[src/sv/png_stored_deflate_encoder_defines.svh]
// Assertion macros used by the encoder back end
`ifndef PNG_STORED_DEFLATE_ENCODER_DEFINES_SVH
`define PNG_STORED_DEFLATE_ENCODER_DEFINES_SVH
`ifndef NO_ASSERTIONS
`define PSDE_ASSERT(lbl, clk, rst, prop, msg) \
   lbl: assert property (@(posedge clk) disable iff (rst) prop) else $error(msg);
`define PSDE_ASSERT_NEXT(lbl, clk, rst, pre, post, msg) \
   lbl: assert property (@(posedge clk) disable iff (rst) pre |=> post) else $error(msg);
`else
`define PSDE_ASSERT(lbl, clk, rst, prop, msg)
`define PSDE_ASSERT_NEXT(lbl, clk, rst, pre, post, msg)
`endif
`endif

[src/sv/psde_pkg.sv]
// Shared types, constants and functions of the PNG stored-deflate encoder
`default_nettype none
package psde_pkg;
   localparam int CFG_W       = 13;
   localparam int COL_W       = 12;
   localparam int RGB_W       = 24;
   localparam int DEF_MAX_DIM = 4096;
   localparam int DEF_BLOCK   = 65535;
   localparam int Q_DEPTH     = 2;
   localparam logic [31:0] CRC_POLY  = 32'hedb88320;
   localparam logic [31:0] CRC_INIT  = 32'hffffffff;
   localparam logic [31:0] IEND_CRC  = 32'hae426082;
   localparam logic [16:0] ADLER_MOD = 17'd65521;
   localparam logic REQ_START = 1'b0;
   localparam logic REQ_PIXEL = 1'b1;
   localparam logic [2:0] REG_WIDTH_ADDR  = 3'd0;
   localparam logic [2:0] REG_HEIGHT_ADDR = 3'd4;

   typedef struct packed {
      logic             is_start;
      logic             filter;
      logic [RGB_W-1:0] rgb;
   } op_type;

   function automatic logic [31:0] crc8(input logic [31:0] c, input logic [7:0] b);
      logic [31:0] x;
      x = c ^ {24'h0, b};
      for (int k = 0; k < 8; k++) begin
         x = (x >> 1) ^ (x[0] ? CRC_POLY : 32'h0);
      end
      return x;
   endfunction

   function automatic logic [CFG_W-1:0] clamp_dim(input logic [CFG_W-1:0] v,
                                                  input logic [CFG_W-1:0] maxd);
      logic [CFG_W-1:0] r;
      r = v;
      if (v == '0) r = CFG_W'(1);
      else if (v > maxd) r = maxd;
      return r;
   endfunction
endpackage
`default_nettype wire

[src/sv/psde_front.sv]
// Front end: accepts items, tracks columns and queues start and pixel operations
`default_nettype none
module psde_front #(
   parameter int MAX_DIM = psde_pkg::DEF_MAX_DIM
) (
   input  wire                        clock,
   input  wire                        reset,
   input  wire                        req_valid,
   output logic                       req_stall,
   input  wire                        req_type,
   input  wire [psde_pkg::RGB_W-1:0]  req_pixel_rgb,
   input  wire [psde_pkg::CFG_W-1:0]  image_width,
   input  wire                        q_full,
   output logic                       q_push,
   output psde_pkg::op_type           q_data
);
   import psde_pkg::*;

   logic             opened_ff, opened_in;
   logic [COL_W-1:0] col_ff, col_in;
   logic [COL_W-1:0] col_inc;
   logic [CFG_W-1:0] w_c;
   logic             accept;

   assign req_stall = q_full;
   assign accept    = req_valid && !q_full;
   assign w_c       = clamp_dim(image_width, CFG_W'(MAX_DIM));
   assign col_inc   = col_ff + COL_W'(1);

   always_comb begin
      opened_in       = opened_ff;
      col_in          = col_ff;
      q_push          = 1'b0;
      q_data.is_start = (req_type == REQ_START);
      q_data.filter   = (col_ff == '0);
      q_data.rgb      = req_pixel_rgb;
      if (accept) begin
         if (req_type == REQ_START) begin
            q_push    = 1'b1;
            opened_in = 1'b1;
            col_in    = '0;
         end else if (opened_ff) begin
            q_push = 1'b1;
            if (col_inc == '0 || {1'b0, col_inc} >= w_c) col_in = '0;
            else col_in = col_inc;
         end
      end
   end

   always_ff @(posedge clock) begin
      if (reset) begin
         opened_ff <= 1'b0;
         col_ff    <= '0;
      end else begin
         opened_ff <= opened_in;
         col_ff    <= col_in;
      end
   end
endmodule
`default_nettype wire

[src/sv/psde_queue.sv]
// Two-entry operation queue between front and back
`default_nettype none
module psde_queue (
   input  wire               clock,
   input  wire               reset,
   input  wire               push,
   input  psde_pkg::op_type  push_data,
   input  wire               pop,
   output logic              q_valid,
   output logic              q_full,
   output psde_pkg::op_type  q_head
);
   import psde_pkg::*;

   localparam int PTR_W = $clog2(Q_DEPTH);
   localparam int CNT_W = $clog2(Q_DEPTH + 1);

   op_type             slot_ff [Q_DEPTH];
   logic [PTR_W-1:0]   wp_ff, rp_ff;
   logic [CNT_W-1:0]   cnt_ff, cnt_in;
   logic               do_pop;

   assign q_valid = (cnt_ff != '0);
   assign q_full  = (cnt_ff == CNT_W'(Q_DEPTH));
   assign q_head  = slot_ff[rp_ff];
   assign do_pop  = pop && q_valid;

   always_comb begin
      cnt_in = cnt_ff;
      if (push && !do_pop) cnt_in = cnt_ff + CNT_W'(1);
      else if (!push && do_pop) cnt_in = cnt_ff - CNT_W'(1);
   end

   always_ff @(posedge clock) begin
      if (push) slot_ff[wp_ff] <= push_data;
      if (reset) begin
         wp_ff  <= '0;
         rp_ff  <= '0;
         cnt_ff <= '0;
      end else begin
         if (push) wp_ff <= (wp_ff == PTR_W'(Q_DEPTH - 1)) ? '0 : wp_ff + PTR_W'(1);
         if (do_pop) rp_ff <= (rp_ff == PTR_W'(Q_DEPTH - 1)) ? '0 : rp_ff + PTR_W'(1);
         cnt_ff <= cnt_in;
      end
   end
endmodule
`default_nettype wire

[src/sv/psde_back.sv]
// Back end: byte sequencer, stored-block framing, checksums and output register
`default_nettype none
`include "png_stored_deflate_encoder_defines.svh"
module psde_back #(
   parameter int MAX_DIM     = psde_pkg::DEF_MAX_DIM,
   parameter int BLOCK_BYTES = psde_pkg::DEF_BLOCK
) (
   input  wire                        clock,
   input  wire                        reset,
   input  wire [psde_pkg::CFG_W-1:0]  image_width,
   input  wire [psde_pkg::CFG_W-1:0]  image_height,
   input  wire                        q_valid,
   input  psde_pkg::op_type           q_head,
   output logic                       q_pop,
   output logic                       rsp_valid,
   input  wire                        rsp_stall,
   output logic [7:0]                 rsp_out_byte,
   output logic                       rsp_last_byte
);
   import psde_pkg::*;

   localparam longint RAW_MAX = (3 * longint'(MAX_DIM) + 1) * longint'(MAX_DIM);
   localparam int RAW_W = $clog2(RAW_MAX + 1);
   localparam int NUM_W = $clog2(RAW_MAX + longint'(BLOCK_BYTES));
   localparam int BLK_W = $clog2(BLOCK_BYTES + 1);
   localparam int BLK_L  = $clog2(BLOCK_BYTES);
   localparam int RCP_SH = NUM_W + BLK_L;
   localparam int RCP_W  = NUM_W + 2;
   localparam int PRD_W  = NUM_W + RCP_W;
   localparam logic [RCP_W-1:0] BLK_RCP =
      RCP_W'(((longint'(1) << RCP_SH) + longint'(BLOCK_BYTES) - 1) / longint'(BLOCK_BYTES));

   localparam logic [2:0] ST_IDLE  = 3'd0;
   localparam logic [2:0] ST_START = 3'd1;
   localparam logic [2:0] ST_RAW   = 3'd2;
   localparam logic [2:0] ST_BHDR  = 3'd3;
   localparam logic [2:0] ST_TRAIL = 3'd4;

   localparam logic [5:0] POS_HCRC_FIRST = 6'd12;
   localparam logic [5:0] POS_HCRC_LAST  = 6'd28;
   localparam logic [5:0] POS_IDAT_TYPE  = 6'd37;
   localparam logic [5:0] POS_START_END  = 6'd42;
   localparam logic [5:0] POS_BHDR_END   = 6'd4;
   localparam logic [5:0] POS_TR_CRC     = 6'd4;
   localparam logic [5:0] POS_TR_END     = 6'd19;
   localparam logic [1:0] SLOT_BLUE      = 2'd3;

   logic [2:0]        state_ff, state_in;
   logic [5:0]        idx_ff, idx_in;
   logic [1:0]        slot_ff, slot_in;
   logic              hdr_done_ff, hdr_done_in;
   logic              active_ff, active_in;
   logic [RAW_W-1:0]  rem_ff, rem_in;
   logic [BLK_W-1:0]  fill_ff, fill_in;
   logic [31:0]       crc_ff, crc_in;
   logic [31:0]       hcrc_ff, hcrc_in;
   logic [15:0]       alo_ff, alo_in, ahi_ff, ahi_in;
   logic [RAW_W-1:0]  raw_ff, raw_in;
   logic [NUM_W-1:0]  num_ff, num_in;
   logic [NUM_W-1:0]  blk_ff, blk_in;
   logic [RGB_W-1:0]  pix_ff, pix_in;
   logic              rsp_valid_ff, rsp_valid_in;
   logic [7:0]        rsp_byte_ff, rsp_byte_in;
   logic              rsp_last_ff, rsp_last_in;

   logic              can_emit, emit, emit_last, done;
   logic [7:0]        emit_byte;
   logic [CFG_W-1:0]  w_c, h_c;
   logic [CFG_W+1:0]  w3;
   logic [2*CFG_W+1:0] prod;
   logic [31:0]       idat_len;
   logic [PRD_W-1:0]  blk_prod;
   logic [15:0]       blen;
   logic              bfinal;
   logic [7:0]        raw_b;
   logic [16:0]       lo_s, hi_s;
   logic [16:0]       lo_n, hi_n;
   logic [BLK_W:0]    fill_inc;

   assign w_c  = clamp_dim(image_width, CFG_W'(MAX_DIM));
   assign h_c  = clamp_dim(image_height, CFG_W'(MAX_DIM));
   assign w3   = {1'b0, w_c, 1'b0} + {2'b0, w_c} + (CFG_W+2)'(1);
   assign prod = w3 * h_c;
   // block count: ceil(raw / BLOCK_BYTES) by reciprocal multiplication,
   // registered in num_ff and then blk_ff after the start operation is taken
   assign blk_prod = PRD_W'(num_ff) * PRD_W'(BLK_RCP);
   assign blk_in   = NUM_W'(blk_prod >> RCP_SH);
   assign idat_len = 32'(raw_ff) + 32'({blk_ff, 2'b00}) + 32'(blk_ff) + 32'd6;
   assign blen   = (rem_ff > RAW_W'(BLOCK_BYTES)) ? 16'(BLOCK_BYTES) : 16'(rem_ff);
   assign bfinal = (rem_ff <= RAW_W'(BLOCK_BYTES));
   assign can_emit = !rsp_valid_ff || !rsp_stall;

   always_comb begin
      case (slot_ff)
         2'd0:    raw_b = 8'h00;
         2'd1:    raw_b = pix_ff[23:16];
         2'd2:    raw_b = pix_ff[15:8];
         default: raw_b = pix_ff[7:0];
      endcase
   end

   function automatic logic [7:0] start_byte(input logic [5:0] i, input logic [15:0] w,
                                             input logic [15:0] h, input logic [31:0] hc,
                                             input logic [31:0] il);
      logic [7:0] b;
      case (i)
         6'd0: b = 8'd137;  6'd1: b = 8'd80;  6'd2: b = 8'd78;  6'd3: b = 8'd71;
         6'd4: b = 8'd13;   6'd5: b = 8'd10;  6'd6: b = 8'd26;  6'd7: b = 8'd10;
         6'd11: b = 8'd13;
         6'd12: b = "I";    6'd13: b = "H";   6'd14: b = "D";   6'd15: b = "R";
         6'd18: b = w[15:8]; 6'd19: b = w[7:0];
         6'd22: b = h[15:8]; 6'd23: b = h[7:0];
         6'd24: b = 8'd8;   6'd25: b = 8'd2;
         6'd29: b = ~hc[31:24]; 6'd30: b = ~hc[23:16];
         6'd31: b = ~hc[15:8];  6'd32: b = ~hc[7:0];
         6'd33: b = il[31:24];  6'd34: b = il[23:16];
         6'd35: b = il[15:8];   6'd36: b = il[7:0];
         6'd37: b = "I";    6'd38: b = "D";   6'd39: b = "A";   6'd40: b = "T";
         6'd41: b = 8'h78;  6'd42: b = 8'h01;
         default: b = 8'h00;
      endcase
      return b;
   endfunction

   function automatic logic [7:0] trail_byte(input logic [5:0] i, input logic [31:0] ad,
                                             input logic [31:0] c);
      logic [7:0] b;
      case (i)
         6'd0: b = ad[31:24];  6'd1: b = ad[23:16];  6'd2: b = ad[15:8];  6'd3: b = ad[7:0];
         6'd4: b = ~c[31:24];  6'd5: b = ~c[23:16];  6'd6: b = ~c[15:8];  6'd7: b = ~c[7:0];
         6'd12: b = "I";  6'd13: b = "E";  6'd14: b = "N";  6'd15: b = "D";
         6'd16: b = IEND_CRC[31:24];  6'd17: b = IEND_CRC[23:16];
         6'd18: b = IEND_CRC[15:8];   6'd19: b = IEND_CRC[7:0];
         default: b = 8'h00;
      endcase
      return b;
   endfunction

   always_comb begin
      state_in    = state_ff;
      idx_in      = idx_ff;
      slot_in     = slot_ff;
      hdr_done_in = hdr_done_ff;
      active_in   = active_ff;
      rem_in      = rem_ff;
      fill_in     = fill_ff;
      crc_in      = crc_ff;
      hcrc_in     = hcrc_ff;
      alo_in      = alo_ff;
      ahi_in      = ahi_ff;
      raw_in      = raw_ff;
      num_in      = num_ff;
      pix_in      = pix_ff;
      emit        = 1'b0;
      emit_last   = 1'b0;
      emit_byte   = 8'h00;
      done        = 1'b0;
      lo_s = 17'({1'b0, alo_ff}) + 17'(raw_b);
      lo_n = (lo_s >= ADLER_MOD) ? lo_s - ADLER_MOD : lo_s;
      hi_s = 17'({1'b0, ahi_ff}) + lo_n;
      hi_n = (hi_s >= ADLER_MOD) ? hi_s - ADLER_MOD : hi_s;
      fill_inc = {1'b0, fill_ff} + (BLK_W+1)'(1);

      unique case (state_ff)
         ST_START: begin
            if (can_emit) begin
               emit      = 1'b1;
               emit_byte = start_byte(idx_ff, 16'(w_c), 16'(h_c), hcrc_ff, idat_len);
               if (idx_ff >= POS_HCRC_FIRST && idx_ff <= POS_HCRC_LAST)
                  hcrc_in = crc8((idx_ff == POS_HCRC_FIRST) ? CRC_INIT : hcrc_ff, emit_byte);
               if (idx_ff >= POS_IDAT_TYPE) crc_in = crc8(crc_ff, emit_byte);
               if (idx_ff == POS_START_END) begin
                  rem_in    = raw_ff;
                  active_in = 1'b1;
                  done      = 1'b1;
               end else begin
                  idx_in = idx_ff + 6'd1;
               end
            end
         end
         ST_RAW: begin
            if (!active_ff || rem_ff == '0) begin
               done = 1'b1;
            end else if (fill_ff == '0 && !hdr_done_ff) begin
               state_in = ST_BHDR;
               idx_in   = '0;
            end else if (can_emit) begin
               emit        = 1'b1;
               emit_byte   = raw_b;
               crc_in      = crc8(crc_ff, raw_b);
               alo_in      = lo_n[15:0];
               ahi_in      = hi_n[15:0];
               hdr_done_in = 1'b0;
               fill_in     = (fill_inc >= (BLK_W+1)'(BLOCK_BYTES)) ? '0 : BLK_W'(fill_inc);
               rem_in      = rem_ff - RAW_W'(1);
               if (rem_ff == RAW_W'(1)) begin
                  state_in  = ST_TRAIL;
                  idx_in    = '0;
                  active_in = 1'b0;
               end else if (slot_ff == SLOT_BLUE) begin
                  done = 1'b1;
               end else begin
                  slot_in = slot_ff + 2'd1;
               end
            end
         end
         ST_BHDR: begin
            if (can_emit) begin
               emit = 1'b1;
               case (idx_ff)
                  6'd0:    emit_byte = {7'd0, bfinal};
                  6'd1:    emit_byte = blen[7:0];
                  6'd2:    emit_byte = blen[15:8];
                  6'd3:    emit_byte = ~blen[7:0];
                  default: emit_byte = ~blen[15:8];
               endcase
               crc_in = crc8(crc_ff, emit_byte);
               if (idx_ff == POS_BHDR_END) begin
                  state_in    = ST_RAW;
                  hdr_done_in = 1'b1;
               end else begin
                  idx_in = idx_ff + 6'd1;
               end
            end
         end
         ST_TRAIL: begin
            if (can_emit) begin
               emit      = 1'b1;
               emit_byte = trail_byte(idx_ff, {ahi_ff, alo_ff}, crc_ff);
               if (idx_ff < POS_TR_CRC) crc_in = crc8(crc_ff, emit_byte);
               if (idx_ff == POS_TR_END) begin
                  emit_last = 1'b1;
                  done      = 1'b1;
               end else begin
                  idx_in = idx_ff + 6'd1;
               end
            end
         end
         default: ;
      endcase

      if (done) state_in = ST_IDLE;
      q_pop = q_valid && (state_ff == ST_IDLE || done);
      if (q_pop) begin
         if (q_head.is_start) begin
            state_in  = ST_START;
            idx_in    = '0;
            active_in = 1'b0;
            rem_in    = '0;
            fill_in   = '0;
            crc_in    = CRC_INIT;
            alo_in    = 16'd1;
            ahi_in    = 16'd0;
            raw_in    = RAW_W'(prod);
            num_in    = NUM_W'(prod) + NUM_W'(BLOCK_BYTES - 1);
         end else begin
            state_in    = ST_RAW;
            slot_in     = q_head.filter ? 2'd0 : 2'd1;
            hdr_done_in = 1'b0;
            pix_in      = q_head.rgb;
         end
      end

      rsp_valid_in = rsp_valid_ff;
      rsp_byte_in  = rsp_byte_ff;
      rsp_last_in  = rsp_last_ff;
      if (emit) begin
         rsp_valid_in = 1'b1;
         rsp_byte_in  = emit_byte;
         rsp_last_in  = emit_last;
      end else if (!rsp_stall) begin
         rsp_valid_in = 1'b0;
      end
   end

   always_ff @(posedge clock) begin
      idx_ff      <= idx_in;
      slot_ff     <= slot_in;
      hcrc_ff     <= hcrc_in;
      raw_ff      <= raw_in;
      num_ff      <= num_in;
      blk_ff      <= blk_in;
      pix_ff      <= pix_in;
      rsp_byte_ff <= rsp_byte_in;
      rsp_last_ff <= rsp_last_in;
      if (reset) begin
         state_ff     <= ST_IDLE;
         hdr_done_ff  <= 1'b0;
         active_ff    <= 1'b0;
         rem_ff       <= '0;
         fill_ff      <= '0;
         crc_ff       <= CRC_INIT;
         alo_ff       <= 16'd1;
         ahi_ff       <= 16'd0;
         rsp_valid_ff <= 1'b0;
      end else begin
         state_ff     <= state_in;
         hdr_done_ff  <= hdr_done_in;
         active_ff    <= active_in;
         rem_ff       <= rem_in;
         fill_ff      <= fill_in;
         crc_ff       <= crc_in;
         alo_ff       <= alo_in;
         ahi_ff       <= ahi_in;
         rsp_valid_ff <= rsp_valid_in;
      end
   end

   assign rsp_valid     = rsp_valid_ff;
   assign rsp_out_byte  = rsp_byte_ff;
   assign rsp_last_byte = rsp_last_ff;

   `PSDE_ASSERT_NEXT(a_rsp_hold, clock, reset, (rsp_valid_ff && rsp_stall), (rsp_valid_ff && $stable(rsp_byte_ff) && $stable(rsp_last_ff)), "stalled byte changed")
   `PSDE_ASSERT_NEXT(a_last_closes, clock, reset, (emit && emit_last), (!active_ff), "image still open after last byte")
   `PSDE_ASSERT(a_fill_range, clock, reset, (fill_ff < BLK_W'(BLOCK_BYTES)), "block fill out of range")
   `PSDE_ASSERT(a_data_active, clock, reset, (state_ff == ST_RAW && emit) |-> (active_ff && rem_ff != '0), "raw byte sent with no image open")
endmodule
`default_nettype wire

[src/sv/png_stored_deflate_encoder.sv]
// Top level of the PNG stored-deflate encoder for 8-bit RGB rasters
//
//   channel  direction  handshake            payload
//   req      in         req_valid/req_stall  req_type, req_pixel_rgb
//   rsp      out        rsp_valid/rsp_stall  rsp_out_byte, rsp_last_byte
//   csr      in/out     psel/penable/pready  paddr, pwrite, pwdata, prdata
//
// At most one byte leaves per cycle, none while rsp is stalled. A pixel sends 3
// bytes (4 when it opens a row), and a stored block that opens costs one
// framing step plus the 5 header bytes. A start item sends 43 bytes; the block
// count for the IDAT length is registered in num_ff and then blk_ff after the
// start item is taken. Reset is synchronous and clears the control state except
// the back end's byte index and pixel slot registers.
// A two-entry queue parts the front from the back, so req keeps flowing while
// rsp is stalled until the queue fills.
`default_nettype none
module png_stored_deflate_encoder #(
   parameter int MAX_DIM     = psde_pkg::DEF_MAX_DIM,
   parameter int BLOCK_BYTES = psde_pkg::DEF_BLOCK
) (
   input  wire                        clock,
   input  wire                        reset,
   input  wire                        req_valid,
   output logic                       req_stall,
   input  wire                        req_type,
   input  wire [psde_pkg::RGB_W-1:0]  req_pixel_rgb,
   output logic                       rsp_valid,
   input  wire                        rsp_stall,
   output logic [7:0]                 rsp_out_byte,
   output logic                       rsp_last_byte,
   input  wire                        psel,
   input  wire                        penable,
   input  wire                        pwrite,
   input  wire [2:0]                  paddr,
   input  wire [31:0]                 pwdata,
   output logic [31:0]                prdata,
   output logic                       pready
);
   import psde_pkg::*;

   logic [CFG_W-1:0] width_ff, width_in;
   logic [CFG_W-1:0] height_ff, height_in;
   logic             cfg_wr;
   logic             q_push, q_pop, q_valid, q_full;
   op_type           q_data, q_head;

   // register file: index by word address, byte offset ignored
   assign pready = 1'b1;
   assign cfg_wr = psel && penable && pwrite;

   always_comb begin
      width_in  = width_ff;
      height_in = height_ff;
      if (cfg_wr) begin
         if (paddr[2] == REG_HEIGHT_ADDR[2]) height_in = pwdata[CFG_W-1:0];
         else width_in = pwdata[CFG_W-1:0];
      end
      if (paddr[2] == REG_HEIGHT_ADDR[2]) prdata = 32'(height_ff);
      else prdata = 32'(width_ff);
   end

   always_ff @(posedge clock) begin
      if (reset) begin
         width_ff  <= CFG_W'(1);
         height_ff <= CFG_W'(1);
      end else begin
         width_ff  <= width_in;
         height_ff <= height_in;
      end
   end

   // front: classify items, drop pixels before the first start
   psde_front #(.MAX_DIM(MAX_DIM)) u_front (
      .clock         (clock),
      .reset         (reset),
      .req_valid     (req_valid),
      .req_stall     (req_stall),
      .req_type      (req_type),
      .req_pixel_rgb (req_pixel_rgb),
      .image_width   (width_ff),
      .q_full        (q_full),
      .q_push        (q_push),
      .q_data        (q_data)
   );

   // hold pending operations between front and back
   psde_queue u_queue (
      .clock     (clock),
      .reset     (reset),
      .push      (q_push),
      .push_data (q_data),
      .pop       (q_pop),
      .q_valid   (q_valid),
      .q_full    (q_full),
      .q_head    (q_head)
   );

   // back: advance at most one stream byte a cycle into the output register, none while a held byte is stalled
   psde_back #(.MAX_DIM(MAX_DIM), .BLOCK_BYTES(BLOCK_BYTES)) u_back (
      .clock         (clock),
      .reset         (reset),
      .image_width   (width_ff),
      .image_height  (height_ff),
      .q_valid       (q_valid),
      .q_head        (q_head),
      .q_pop         (q_pop),
      .rsp_valid     (rsp_valid),
      .rsp_stall     (rsp_stall),
      .rsp_out_byte  (rsp_out_byte),
      .rsp_last_byte (rsp_last_byte)
   );
endmodule
`default_nettype wire
[config.mk]
export PLATFORM = sky130hd
export DESIGN_NAME = png_stored_deflate_encoder
export DESIGN_NICKNAME = d
export VERILOG_FILES = /design/src/sv/psde_pkg.sv /design/src/sv/psde_front.sv /design/src/sv/psde_queue.sv /design/src/sv/psde_back.sv /design/src/sv/png_stored_deflate_encoder.sv
export VERILOG_INCLUDE_DIRS = /design/src /design/src/sv
export SDC_FILE = /design/constraint.sdc
export NUM_CORES = 2
export LEC_CHECK = 0
export ABC_AREA = 1
export BUFFER_PORTS_ARGS = -buffer_cell sky130_fd_sc_hd__buf_2
export CORE_ASPECT_RATIO = 0.75
export CORE_MARGIN = 1.5
export CORE_UTILIZATION = 35
export CTS_CLUSTER_SIZE = 30
export DETAILED_ROUTE_END_ITERATION = 16
export MAX_ROUTING_LAYER = met4
export PLACE_DENSITY = 0.57
export SLEW_MARGIN = 15
export SYNTH_ARGS = -nofsm -noshare
export SYNTH_HDL_FRONTEND = slang
export SYNTH_SLANG_ARGS = --single-unit
[constraint.sdc]
create_clock -name clock -period 10.8 [get_ports clock]
set_input_delay 3.24 -clock clock [delete_from_list [all_inputs] [get_ports clock]]
set_output_delay 3.24 -clock clock [all_outputs]
set_load 0.01 [all_outputs]
==> results.yml <==
run_status:
  status: "finished clean"
setup_path:
  crit_type: "reg -> reg"
  cp_max_fo: 8
  worst_ep_required_time_ps: 11120
  cpMaxStageDelayCell: "fa_1"
  r2r_slack_ps: 1330
  end_kind: "flop"
  cp.arrival_ps: 9800
  cp-start-kind: "flop"
  critPathMaxStageDelay_ps: 540
  cp_common_cell: "nand2_1"
flow_run:
  cap_violations: 0
yosys:
  yosysTopAreaCellShare_pct: 13.90
  yosysTopAreaCell: "edfxtp_1"
  synth_top_family_by_area: "simple AND/OR/NAND/NOR gates"
  muxShareOfSynthArea_pct: 0.7724
  synthArstFlopShare_pct: 0
  synth_edf_count: 168
  synth_compound_area_share_pct: 14.40
  ys_seq_area_share_pct: 23.56
  syn_area_per_cell_um2: 7.324
  ys_warn_count: 0
  syn_area_um2: 36280
  yosysUniqueCellTypes: 77
  postSynthCellCount: 4954
  synth_area_leaders: "edfxtp_1 (14%), nand2_1 (9.8%), dfxtp_1 (9.7%), ha_1 (8.9%), fa_1 (8.2%)"
  yosys_most_used_dff: "dfxtp_1"
  synthAdderAreaFrac_pct: 17.12
  yosys.area_share.simple_pct: 23.29
  yosys_register_bits: 343
  synthXorXnorAreaFrac_pct: 10.73
cts:
  clock-sinks: 343
  cts_root_buf: "clkbuf_16"
  clk_latency_ps: 640
  cts_made_buffers: 40
  cts_buffer_depth: 3
  h-tree-depth: 2
  cts_setup_buffers: 0
  cts.repair.resized: 0
  hold_buffers: 0
  tritoncts: "built"
  cts.clk_slew.worst_paths_ps: 60
pwr:
  p_leak_nw: 18.16
  p_per_area_nw_per_um2: 334.1
  ir_drop_mv: 0.2475
layout:
  final_nets: 5440
  final_cells: 6351
  final_common_cell: "nand2_1"
  area_growth_pct: 8.583
  layout-drive-gt1-share_pct: 8.463
  mostFrequentLayoutCells: "nand2_1 (949), inv_1 (718), nor2_1 (380)"
routing:
  viasPerCell: 5.337
  vias: 33900
  drc_errors: 0
  postRouteAntennaNets: 0
  drt_iter0_drc: 3771
  wl_mm: 128.6
  avgRoutedWirePerCell_um: 20.25
  dr.pass1.iters: 6
sta:
  rsz0062_at_grt: "false"
  setup_tns_ps: 0
  period_share_pct: 87.72
  max_slew_margin_pct: 16.16
  finalCriticalPeriod_ps: 9473
  fin_skew_ps: 49.49
  worst_pin_slew_ps: 1244
  finalHoldViolCount: 0
  max_freq_mhz: 105.6
  final_max_slew_viol_count: 0
  finalSetupViolations: 0
place:
  hpwl_mm: 99.58
  io_buffers: 69
  gp_congestion: 1.028
  dpl.cell_count: 6276
global_routing:
  grt_pass1_vias: 31120
  grt_max_degree: 85
  grt_overflow: 0
  grtUsageTotal_pct: 24.54
  antenna_found_initial: 3
  grt_first_pass_wirelength_mm: 193.4
min_path:
  hold_path_class: "reg -> reg"
floorplan:
  core_um2: 103000
  rows: 102
  top_level_ports: 111
  dieArea_um2: 105600
  dieWidth_um: 374.8
  dieHeight_um: 281.8
  start_util_pct: 35.23
==> power by group <==
part           leakage, nW  switching, mW  internal [mW]
Combinational         14.5           6.60           2.95
Clock                0.659          0.646          0.823
Sequential            2.97          0.349           1.80
Total                 18.2           7.59           5.57
==> sequential cells by signal, indices dropped and copies added (netlist names), 12 cells and up, named ones only <==
name and flops:
u_back.rem_ff 26, height_ff 13, u_back.ahi_ff 16, u_back.pix_ff 24, u_queue.slot_ff 52, u_front.col_ff 12, u_back.fill_ff 16, u_back.alo_ff 16
u_back.raw_ff 25, width_ff 13, u_back.crc_ff 32, u_back.num_ff 26, u_back.hcrc_ff 32
==> synthesized netlist by cell type, types with 8 or more instances <==
cell,instances
nand2_1,950
inv_1,718
nor2_1,386
a21oi_1,355
o21ai_0,326
xor2_1,298
nand3_1,275
ha_1,258
dfxtp_1,175
edfxtp_1,168
fa_1,149
clkbuf_1,108
nor3_1,73
xnor2_1,60
nand4_1,53
o22ai_1,49
nand2_2,46
inv_2,39
a31oi_1,34
o211ai_1,31
buf_4,27
mux2_2,24
nor4_1,24
nor2_2,23
clkinv_1,18
nand3b_1,17
xor2_2,17
buf_2,16
nand3_2,16
a211oi_1,15
o21ai_1,15
or2_2,15
o2111ai_1,14
o221ai_1,12
xor2_4,12
a221oi_1,11
a21o_1,10
nand2_4,10
buf_1,9
nor2_4,9
o21bai_1,8
==> path summary, 6_finish.rpt <==
kind	startpoint	to	depth (start not counted)
min	u_front.opened_ff	u_front.opened_ff	2
min reg2reg	u_front.opened_ff	u_front.opened_ff	2
max reg2reg	width_ff[8]	u_back.num_ff[25]	45
max	width_ff[8]	u_back.num_ff[25]	45
==> layer usage <==
metal | global-route usage (%) | part of all wire, % | vias to the layer above
met4 | 5.243 | 2.2 | 0
met3 | 5.886 | 11 | 194
met1 | 36.81 | 49 | 15880
met2 | 32.53 | 38 | 1573
li1 | - | - | 16250
met5 | - | 0 | -
==> cell families (layout without fill, tap and decap cells) <==
group           Yosys count  after routing
flops                   343            343
xor+xnor                395            395
compound gates          926            926
mux                      25             25
buf+inv                 938            964
simple gates           1918           1918
fa+ha+maj               407            407
other cells               2             21
==> through the flow <==
| stage | cell area [µm²] | setup WS (ps) | hold slack [ps] | utilization (%) | power (mW) |
|---|---|---|---|---|---|
| after floorplan | 36350 | 1199 | 430.1 | - | 8.749 |
| after global placement | 38020 | 1519 | 436.6 | 36.91 | 11.27 |
| after detailed placement | 38020 | 1387 | 439.7 | 36.91 | 11.34 |
| after CTS | 39400 | 1318 | 449.0 | 38.25 | 12.86 |
| after global routing | 39400 | 595.6 | 501.0 | 38.25 | 14.00 |
| final | 39400 | 1327 | 450.6 | 38.25 | 13.16 |
==> worst max-delay path: cells and delay by family (launching register included) <==
kind,cells,cell delay (ps)
XOR/XNOR,2,570
AND/OR/NAND/NOR,22,3540
flip-flops,1,310
buffers and inverters,6,370
AO/OA/AOI/OAI,8,1100
adder cells (fa/ha/maj),7,3280
==> final cells by class <==
class	count	area [µm²]
Fill cell	10760	63590
Antenna cell	1	2.502
Clock inverter	28	345.3
Sequential cell	343	8548
Timing Repair Buffer	115	690.7
Tap cell	1352	1692
Clock buffer	46	1033
Inverter	775	2909
Multi-Input combinational cell	3691	24180
(Power assumes the default switching activity.)
